**config.mk**
```make
export PLATFORM = sky130hd
export DESIGN_NAME = base64_stream_codec
export DESIGN_NICKNAME = d
export VERILOG_FILES = /design/src/design/b64sc_pkg.sv /design/src/design/base64_stream_codec.sv /design/src/design/b64sc_outq.sv
export SDC_FILE = /design/constraint.sdc
export NUM_CORES = 1
export LEC_CHECK = 0
export BUFFER_PORTS_ARGS = -buffer_cell sky130_fd_sc_hd__buf_2
export CAP_MARGIN = 25
export CORE_AREA = 2 2 152 154
export CTS_BUF_LIST = sky130_fd_sc_hd__clkbuf_8
export DETAILED_ROUTE_END_ITERATION = 6
export DIE_AREA = 0 0 154 156
export PLACE_DENSITY = 0.88
export SYNTH_ARGS = -nofsm -noshare
export SYNTH_HDL_FRONTEND = slang
export SYNTH_HIERARCHICAL = 1
export SYNTH_SLANG_ARGS = --single-unit
```
**constraint.sdc**
```tcl
create_clock -name clk -period 17.6 [get_ports clk]
set_input_delay 0 -clock clk [delete_from_list [all_inputs] [get_ports clk]]
set_output_delay 0 -clock clk [all_outputs]
set_load 0.01 [all_outputs]
```
**src/design/b64sc_pkg.sv**
```systemverilog
// ----------------------------------------------------------------------------
// b64sc_pkg
// Shared types, constants and character mapping for the base64 stream codec.
// ----------------------------------------------------------------------------
package b64sc_pkg;

    localparam int MAX_RESULTS     = 8;
    localparam int RES_CNT_BITS    = $clog2(MAX_RESULTS + 1);
    localparam int RES_IDX_BITS    = $clog2(MAX_RESULTS);
    localparam int COLUMN_BITS_DEF = 10;

    localparam int WRAP_BITS      = 10;
    localparam int CFG_INDEX_BITS = 2;
    localparam int CFG_DATA_BITS  = 10;

    localparam logic [WRAP_BITS-1:0] WRAP_RESET = 10'd76;

    // register indices
    localparam logic [CFG_INDEX_BITS-1:0] REG_DECODE_MODE    = 2'd0;
    localparam logic [CFG_INDEX_BITS-1:0] REG_WRAP_COLUMNS   = 2'd1;
    localparam logic [CFG_INDEX_BITS-1:0] REG_IGNORE_GARBAGE = 2'd2;

    // result status codes
    localparam logic [1:0] STAT_OK         = 2'd0;
    localparam logic [1:0] STAT_BAD_CHAR   = 2'd1;
    localparam logic [1:0] STAT_INCOMPLETE = 2'd2;

    localparam logic [7:0] CHAR_PAD = 8'h3D;
    localparam logic [7:0] CHAR_NL  = 8'h0A;

    typedef struct packed {
        logic [7:0] data;
        logic       valid;
        logic [1:0] status;
    } res_entry_t;

    typedef struct packed {
        logic                                load;
        logic [RES_CNT_BITS-1:0]             count;
        res_entry_t [MAX_RESULTS-1:0]        entries;
    } res_load_t;

    // sextet value to alphabet character
    function automatic logic [7:0] sextet_char(input logic [5:0] v);
        logic [7:0] c;
        priority if (v < 6'd26)
            c = 8'd65 + 8'(v);
        else if (v < 6'd52)
            c = 8'd97 + 8'(v - 6'd26);
        else if (v < 6'd62)
            c = 8'd48 + 8'(v - 6'd52);
        else if (v == 6'd62)
            c = 8'h2B;
        else
            c = 8'h2F;
        return c;
    endfunction

    // alphabet character to {hit, sextet}
    function automatic logic [6:0] char_sextet(input logic [7:0] c);
        logic [7:0] t;
        logic [6:0] r;
        t = 8'd0;
        r = 7'd0;
        priority if (c >= 8'd65 && c <= 8'd90)
        begin
            t = c - 8'd65;
            r = {1'b1, t[5:0]};
        end
        else if (c >= 8'd97 && c <= 8'd122)
        begin
            t = c - 8'd71;
            r = {1'b1, t[5:0]};
        end
        else if (c >= 8'd48 && c <= 8'd57)
        begin
            t = c + 8'd4;
            r = {1'b1, t[5:0]};
        end
        else if (c == 8'h2B)
            r = {1'b1, 6'd62};
        else if (c == 8'h2F)
            r = {1'b1, 6'd63};
        else
            r = 7'd0;
        return r;
    endfunction

endpackage

```
**src/design/base64_stream_codec.sv**
```systemverilog
// ----------------------------------------------------------------------------
// base64_stream_codec
// Base64 encoder/decoder over a byte stream with line wrapping on encode.
// ----------------------------------------------------------------------------
// An input is held in the input register; its result list then loads into the queue.
// Throughput: one input per cycle while each input gives at most one result and
//   out_ready stays high; otherwise one result per cycle while out_ready is high,
//   set by the single output port draining the result queue.
// Reset: rst_n is asynchronous; it empties the pipeline and the queue, clears
//   the group state and loads the register defaults (encode, wrap 76).
module base64_stream_codec #(
    parameter int COLUMN_BITS = b64sc_pkg::COLUMN_BITS_DEF
) (
    input  logic                                  clk,
    input  logic                                  rst_n,
    input  logic                                  cfg_write,
    input  logic [b64sc_pkg::CFG_INDEX_BITS-1:0]  cfg_index,
    input  logic [b64sc_pkg::CFG_DATA_BITS-1:0]   cfg_data,
    input  logic                                  in_valid,
    output logic                                  in_ready,
    input  logic [7:0]                            in_byte,
    input  logic                                  is_last,
    output logic                                  out_valid,
    input  logic                                  out_ready,
    output logic [7:0]                            out_byte,
    output logic                                  byte_valid,
    output logic [1:0]                            status,
    output logic                                  run_end
);

    // configuration
    logic                               decode_mode_reg;
    logic [b64sc_pkg::WRAP_BITS-1:0]    wrap_columns_reg;
    logic                               ignore_garbage_reg;
    logic [COLUMN_BITS-1:0]             wrap_eff;
    logic                               wrap_on;

    // input register
    logic                               item_valid_reg;
    logic [7:0]                         item_byte_reg;
    logic                               item_last_reg;
    logic                               item_take;

    // group state
    logic [23:0]                        group_bits_reg;
    logic [23:0]                        group_bits_next;
    logic [1:0]                         group_fill_reg;
    logic [1:0]                         group_fill_next;
    logic [1:0]                         pad_count_reg;
    logic [1:0]                         pad_count_next;
    logic [COLUMN_BITS-1:0]             line_column_reg;
    logic [COLUMN_BITS-1:0]             line_column_next;

    // step logic
    b64sc_pkg::res_entry_t [b64sc_pkg::MAX_RESULTS-1:0] res_list;
    logic [b64sc_pkg::RES_CNT_BITS-1:0] res_n;
    logic [1:0]                         fill_e;
    logic [1:0]                         fill_a;
    logic [7:0]                         ch;
    logic [6:0]                         sx;
    logic                               add;
    logic [5:0]                         add_v;
    logic [1:0]                         byte_cnt;
    b64sc_pkg::res_load_t               res_load;
    logic                               can_load;
    logic                               mode_clear;

    assign wrap_eff   = COLUMN_BITS'(wrap_columns_reg);
    assign wrap_on    = (wrap_eff != '0);
    assign mode_clear = cfg_write && (cfg_index == b64sc_pkg::REG_DECODE_MODE);

    always_ff @(posedge clk or negedge rst_n)
    begin
        if (!rst_n)
        begin
            decode_mode_reg    <= 1'b0;
            wrap_columns_reg   <= b64sc_pkg::WRAP_RESET;
            ignore_garbage_reg <= 1'b0;
        end
        else if (cfg_write)
        begin
            unique case (cfg_index)
                b64sc_pkg::REG_DECODE_MODE:    decode_mode_reg    <= cfg_data[0];
                b64sc_pkg::REG_WRAP_COLUMNS:   wrap_columns_reg   <= cfg_data;
                b64sc_pkg::REG_IGNORE_GARBAGE: ignore_garbage_reg <= cfg_data[0];
                default:                       ;
            endcase
        end
    end

    // an item with no results never waits for the queue
    assign item_take = item_valid_reg && ((res_n == '0) || can_load);
    assign in_ready  = !item_valid_reg || item_take;

    always_ff @(posedge clk or negedge rst_n)
    begin
        if (!rst_n)
            item_valid_reg <= 1'b0;
        else if (in_ready)
            item_valid_reg <= in_valid;
    end

    always_ff @(posedge clk)
    begin
        if (in_ready && in_valid)
        begin
            item_byte_reg <= in_byte;
            item_last_reg <= is_last;
        end
    end

    always_comb
    begin
        res_list         = '0;
        res_n            = '0;
        group_bits_next  = group_bits_reg;
        group_fill_next  = group_fill_reg;
        pad_count_next   = pad_count_reg;
        line_column_next = line_column_reg;
        fill_e           = 2'd0;
        fill_a           = 2'd0;
        ch               = 8'd0;
        sx               = b64sc_pkg::char_sextet(item_byte_reg);
        add              = 1'b0;
        add_v            = 6'd0;
        byte_cnt         = 2'd0;

        if (!decode_mode_reg)
        begin
            fill_e = (group_fill_reg > 2'd2) ? 2'd2 : group_fill_reg;
            unique case (fill_e)
                2'd0:    group_bits_next = group_bits_reg | {item_byte_reg, 16'h0};
                2'd1:    group_bits_next = group_bits_reg | {8'h0, item_byte_reg, 8'h0};
                default: group_bits_next = group_bits_reg | {16'h0, item_byte_reg};
            endcase
            fill_a          = fill_e + 2'd1;
            group_fill_next = fill_a;
            if (fill_a == 2'd3 || item_last_reg)
            begin
                for (int k = 0; k < 4; k++)
                begin
                    if (k > int'(fill_a))
                        ch = b64sc_pkg::CHAR_PAD;
                    else
                        ch = b64sc_pkg::sextet_char(group_bits_next[23-6*k -: 6]);
                    res_list[res_n[b64sc_pkg::RES_IDX_BITS-1:0]] =
                        '{data: ch, valid: 1'b1, status: b64sc_pkg::STAT_OK};
                    res_n = res_n + b64sc_pkg::RES_CNT_BITS'(1);
                    if (wrap_on)
                    begin
                        line_column_next = line_column_next + COLUMN_BITS'(1);
                        if (line_column_next >= wrap_eff)
                        begin
                            res_list[res_n[b64sc_pkg::RES_IDX_BITS-1:0]] =
                                '{data: b64sc_pkg::CHAR_NL, valid: 1'b1,
                                  status: b64sc_pkg::STAT_OK};
                            res_n = res_n + b64sc_pkg::RES_CNT_BITS'(1);
                            line_column_next = '0;
                        end
                    end
                end
                group_bits_next = '0;
                group_fill_next = 2'd0;
            end
        end
        else
        begin
            priority if (item_byte_reg == b64sc_pkg::CHAR_NL)
                add = 1'b0;
            else if (item_byte_reg == b64sc_pkg::CHAR_PAD)
            begin
                if (pad_count_reg != 2'd3)
                    pad_count_next = pad_count_reg + 2'd1;
                add = 1'b1;
            end
            else if (sx[6])
            begin
                add   = 1'b1;
                add_v = sx[5:0];
            end
            else if (!ignore_garbage_reg)
            begin
                res_list[0] = '{data: 8'd0, valid: 1'b0, status: b64sc_pkg::STAT_BAD_CHAR};
                res_n       = b64sc_pkg::RES_CNT_BITS'(1);
            end

            if (add)
            begin
                unique case (group_fill_reg)
                    2'd0: group_bits_next = group_bits_reg | {add_v, 18'h0};
                    2'd1: group_bits_next = group_bits_reg | {6'h0, add_v, 12'h0};
                    2'd2: group_bits_next = group_bits_reg | {12'h0, add_v, 6'h0};
                    2'd3: group_bits_next = group_bits_reg | {18'h0, add_v};
                endcase
                if (group_fill_reg == 2'd3)
                begin
                    byte_cnt = 2'd3 - pad_count_next;
                    for (int k = 0; k < 3; k++)
                    begin
                        if (k < int'(byte_cnt))
                            res_list[k] = '{data: group_bits_next[23-8*k -: 8], valid: 1'b1,
                                            status: b64sc_pkg::STAT_OK};
                    end
                    res_n           = b64sc_pkg::RES_CNT_BITS'(byte_cnt);
                    group_bits_next = '0;
                    group_fill_next = 2'd0;
                    pad_count_next  = 2'd0;
                end
                else
                    group_fill_next = group_fill_reg + 2'd1;
            end

            if (item_last_reg)
            begin
                if (group_fill_next != 2'd0)
                begin
                    res_list[res_n[b64sc_pkg::RES_IDX_BITS-1:0]] =
                        '{data: 8'd0, valid: 1'b0, status: b64sc_pkg::STAT_INCOMPLETE};
                    res_n = res_n + b64sc_pkg::RES_CNT_BITS'(1);
                end
                group_bits_next = '0;
                group_fill_next = 2'd0;
                pad_count_next  = 2'd0;
            end
        end

        if (item_last_reg)
            line_column_next = '0;
    end

    always_ff @(posedge clk or negedge rst_n)
    begin
        if (!rst_n)
        begin
            group_bits_reg  <= '0;
            group_fill_reg  <= 2'd0;
            pad_count_reg   <= 2'd0;
            line_column_reg <= '0;
        end
        else if (mode_clear)
        begin
            group_bits_reg  <= '0;
            group_fill_reg  <= 2'd0;
            pad_count_reg   <= 2'd0;
            line_column_reg <= '0;
        end
        else if (item_take)
        begin
            group_bits_reg  <= group_bits_next;
            group_fill_reg  <= group_fill_next;
            pad_count_reg   <= pad_count_next;
            line_column_reg <= line_column_next;
        end
    end

    always_comb
    begin
        res_load.load    = item_take && (res_n != '0);
        res_load.count   = res_n;
        res_load.entries = res_list;
    end

    b64sc_outq u_outq (
        .clk        (clk),
        .rst_n      (rst_n),
        .load       (res_load),
        .can_load   (can_load),
        .out_valid  (out_valid),
        .out_ready  (out_ready),
        .out_byte   (out_byte),
        .byte_valid (byte_valid),
        .status     (status),
        .run_end    (run_end)
    );

    a_item_hold: assert property (@(posedge clk) disable iff (!rst_n)
        (item_valid_reg && !item_take) |=>
            item_valid_reg && $stable(item_byte_reg) && $stable(item_last_reg))
        else $error("stalled item register lost its contents");

    a_data_status: assert property (@(posedge clk) disable iff (!rst_n)
        (out_valid && byte_valid) |-> (status == b64sc_pkg::STAT_OK))
        else $error("data transaction carries a non-zero status");

endmodule

```
**src/design/b64sc_outq.sv**
```systemverilog
// ----------------------------------------------------------------------------
// b64sc_outq
// Result queue: takes one item's result list at once and hands it out one
// transaction per cycle, while out_ready is high, from a register at the head.
// ----------------------------------------------------------------------------
module b64sc_outq (
    input  logic                  clk,
    input  logic                  rst_n,
    input  b64sc_pkg::res_load_t  load,
    output logic                  can_load,
    output logic                  out_valid,
    input  logic                  out_ready,
    output logic [7:0]            out_byte,
    output logic                  byte_valid,
    output logic [1:0]            status,
    output logic                  run_end
);

    b64sc_pkg::res_entry_t                 entries_reg [b64sc_pkg::MAX_RESULTS];
    logic [b64sc_pkg::RES_CNT_BITS-1:0]    count_reg;
    logic [b64sc_pkg::RES_CNT_BITS-1:0]    count_next;
    logic                                  pop;

    assign out_valid = (count_reg != '0);
    assign pop       = out_valid && out_ready;
    // a new list may only land once the previous one is gone or its last entry is leaving
    assign can_load  = (count_reg == '0) ||
                       ((count_reg == b64sc_pkg::RES_CNT_BITS'(1)) && out_ready);

    always_comb
    begin
        if (load.load)
            count_next = load.count;
        else if (pop)
            count_next = count_reg - b64sc_pkg::RES_CNT_BITS'(1);
        else
            count_next = count_reg;
    end

    always_ff @(posedge clk or negedge rst_n)
    begin
        if (!rst_n)
            count_reg <= '0;
        else
            count_reg <= count_next;
    end

    always_ff @(posedge clk)
    begin
        if (load.load)
        begin
            for (int i = 0; i < b64sc_pkg::MAX_RESULTS; i++)
                entries_reg[i] <= load.entries[i];
        end
        else if (pop)
        begin
            for (int i = 0; i < b64sc_pkg::MAX_RESULTS - 1; i++)
                entries_reg[i] <= entries_reg[i+1];
        end
    end

    assign out_byte   = entries_reg[0].data;
    assign byte_valid = entries_reg[0].valid;
    assign status     = entries_reg[0].status;
    // each list is loaded into an empty queue, so the final entry closes the run
    assign run_end    = (count_reg == b64sc_pkg::RES_CNT_BITS'(1));

    a_load_when_free: assert property (@(posedge clk) disable iff (!rst_n)
        load.load |-> can_load)
        else $error("result list loaded over pending results");

    a_load_count: assert property (@(posedge clk) disable iff (!rst_n)
        load.load |-> (load.count != '0) &&
                      (load.count <= b64sc_pkg::RES_CNT_BITS'(b64sc_pkg::MAX_RESULTS)))
        else $error("result list count out of range");

    a_drain: assert property (@(posedge clk) disable iff (!rst_n)
        (pop && !load.load) |=> (count_reg == $past(count_reg) - b64sc_pkg::RES_CNT_BITS'(1)))
        else $error("queue count did not drop after a transaction");

endmodule

```
==> reports/metrics.yaml <==
outcome:
  status: "complete, but fails checks"
  violations: "DRC"
flow_run:
  max_cap_viol_count: 0
cts:
  htreeDepth: 4
  hold_buffers: 25
  cts_buffers: 17
  ctsResizeCount: 0
  cts_buffer_depth: 2
  cts_setup_buffers: 0
  clock-sinks: 152
  clock_latency_ns: 0.50
  clkSlewWorstSetupHoldPaths_ns: 0.11
  cts-root-buf: "clkbuf_8"
  tritoncts: "built"
floorplan:
  dieArea_sq_mm: 0.02402
  rows: 55
  dieHeight_um: 156
  core_area_sq_mm: 0.02237
  start_util_pct: 64.30
  die-width_um: 154
  ios: 40
timing:
  fin_crit_sh_pct: 88.12
  slew_headroom_pct: 20.02
  setup_tns_ns: 0
  hold_viol_final: 0
  final.min_clock_period_ns: 15.51
  rsz0062_at_grt: "no"
  setup_violations: 0
  max_freq_mhz: 64.48
  finClkSkew_ns: 0.01742
  tightestPinTransition_ns: 1.192
  final_max_slew_viol_count: 0
place:
  placed_area_sq_mm: 0.01468
  hpwl_um: 31050
  place_congestion: 1.017
  io_buffers: 39
setup_path:
  rrSetupSlack_ns: 2.09
  crit_buf_inv: 5
  cpPeakStageDelay_ns: 0.76
  crit_slowest_cell: "buf_4"
  cp_top_family: "simple AND/OR/NAND/NOR gates"
  rr_startpoint: "line_column_reg[1]"
  required_ns: 17.71
  r2r_end: "u_outq/entries_reg[0][15]"
  r2r_cells: 57
  cp_max_fo: 77
  worstPathArrival_ns: 15.62
  cp-end-kind: "flip-flop"
  critPathLaunchType: "flip-flop"
  critPathKind: "reg -> reg"
detailed_routing:
  drt_iter0_drc: 1951
  ant_nets: 0
  wl_per_cell_um: 22.22
  post-route-drc-count: 12
  first_pass_iters: 7
  wirelength_um: 42840
  vias: 13330
  via_per_inst: 6.913
synth:
  synth_top_area_share_pct: 20.25
  synthCells: 1607
  yosysSeqAreaShare_pct: 29.85
  synth_common_cells: "nor2_1, nand2_1, ha_1"
  ys_dominant_reg_cell: "edfxtp_1"
  synthArstFlopShare_pct: 36.18
  synth.distinct_cells: 96
  synthMostInstantiatedCell: "nor2_1"
  postSynthAreaPerCell_sq_um: 8.949
  ys_ff_latch: 152
  synth_top_cells_by_area: "edfxtp_1, ha_1, dfrtp_1"
  synth_edf_count: 97
  synth_top_cell_by_area: "edfxtp_1"
  syn_area_sq_mm: 0.01438
  ys_warn_count: 6
hold_path:
  holdPathStages: 4
  hold_end: "group_bits_reg[7]"
  worstHoldPathType: "in -> reg"
  hp-start: "cfg_index[0]"
global_route:
  met2_usage_pct: 58.32
  grt_pass1_vias: 12510
  grt.busiest_layer: "met2"
  grt_max_degree: 78
  use_met3_pct: 6.694
  antenna_found_initial: 0
  grt_pass1_wl_um: 66630
  grtUsageMet1_pct: 43.44
  grt.overflow.total: 0
  grt_use_total_pct: 35.24
power:
  total_leakage_power_nw: 6.420
  peakVddDrop_uv: 90.62
  powerDensity_mw_per_mm2: 204.5
  totalPowerFinal_mw: 3.138
cells_and_area:
  design_area_sq_mm: 0.01534
  nets: 1764
  drive_gt1_share_pct: 13.63
  nFillCells: 1767
  area_growth_pct: 6.682
  largest_reg_flops: 88
  fin_util_pct: 68.60
  diodes: 0
[worst max path at each step]
stage | start | end | slack [ns] | cells past startpoint
final | line_column_reg[1] | u_outq/entries_reg[0][15] | 2.09 | 57
after global routing | line_column_reg[1] | u_outq/entries_reg[0][13] | 0.92 | 54
after CTS | line_column_reg[1] | u_outq/entries_reg[0][15] | 2.43 | 57
after detailed placement | line_column_reg[1] | u_outq/entries_reg[0][5] | 2.53 | 57
after global placement | line_column_reg[1] | u_outq/entries_reg[0][7] | 2.87 | 57
after floorplan | line_column_reg[0] | u_outq/entries_reg[0][0] | 1.77 | 59
[cells in the final DEF, fill, tap and decap left out, types with 45 or more instances in the layout]
cell type  count
edfxtp_1      97
o21ai_0       72
dfrtp_1       52
nor3_1        51
nand2_1      133
mux2_2        49
ha_1         108
nor2_1       142
a21oi_1       93
nand3_1       45
inv_1         60
xnor2_1       50
[cells by family after synthesis]
logic type | share of synthesized area, %
AOI/OAI and AO/OA | 22.46
xor gates and xnor gates | 5.899
adders and majority gates | 9.396
buffers and inverters | 4.803
DFF | 29.85
muxes | 9.005
other | 0.05222
and+or+nand+nor | 18.54
[layer usage]
| layer | share of wire [%] | up-vias |
|---|---|---|
| met3 | 9.5 | 203 |
| met5 | 0.17 | - |
| met4 | 5.9 | 2 |
| met2 | 46 | 815 |
| met1 | 38 | 6244 |
| li1 | - | 6064 |
[worst reg2reg max path, delay by kind of cell, from the launching register on]
kind / cells / cell delay [ns]
AO/OA/AOI/OAI: 16 / 3.94
XOR/XNOR: 3 / 0.65
adder cells (fa/ha/maj): 7 / 2.08
buffers and inverters: 5 / 1.81
flip-flops: 1 / 0.57
AND/OR/NAND/NOR: 26 / 6.03
[where the power goes]
group | leakage [nW] | switching, mW | internal, mW
registers | 1.68 | 0.105 | 0.614
clock network | 0.197 | 0.173 | 0.107
logic | 4.55 | 1.30 | 0.839
total | 6.42 | 1.58 | 1.56
[per-stage QoR]
step | hold WS, ns | std cells | worst slack, ns
floorplan | -0.2956 | 1618 | 1.774
global placement | 0.1772 | 1867 | 2.866
detailed placement | 0.1785 | 1867 | 2.528
CTS | 0.03097 | 1924 | 2.433
global route | 0.06769 | 1928 | 0.9173
finish | 0.03613 | 1928 | 2.091
[layout make-up]
class | instances | area (sq um) | area share, %
clock inverters | 15 | 157.7 | 1.028
multi-input cells | 1312 | 9467 | 61.70
well taps | 285 | 356.6 | 2.324
flip-flops and latches | 152 | 4293 | 27.98
repair buffers | 86 | 605.6 | 3.947
clock buffers | 17 | 234.0 | 1.525
inverters | 61 | 229.0 | 1.492
No activity file was read; power rests on OpenSTA's default activity.
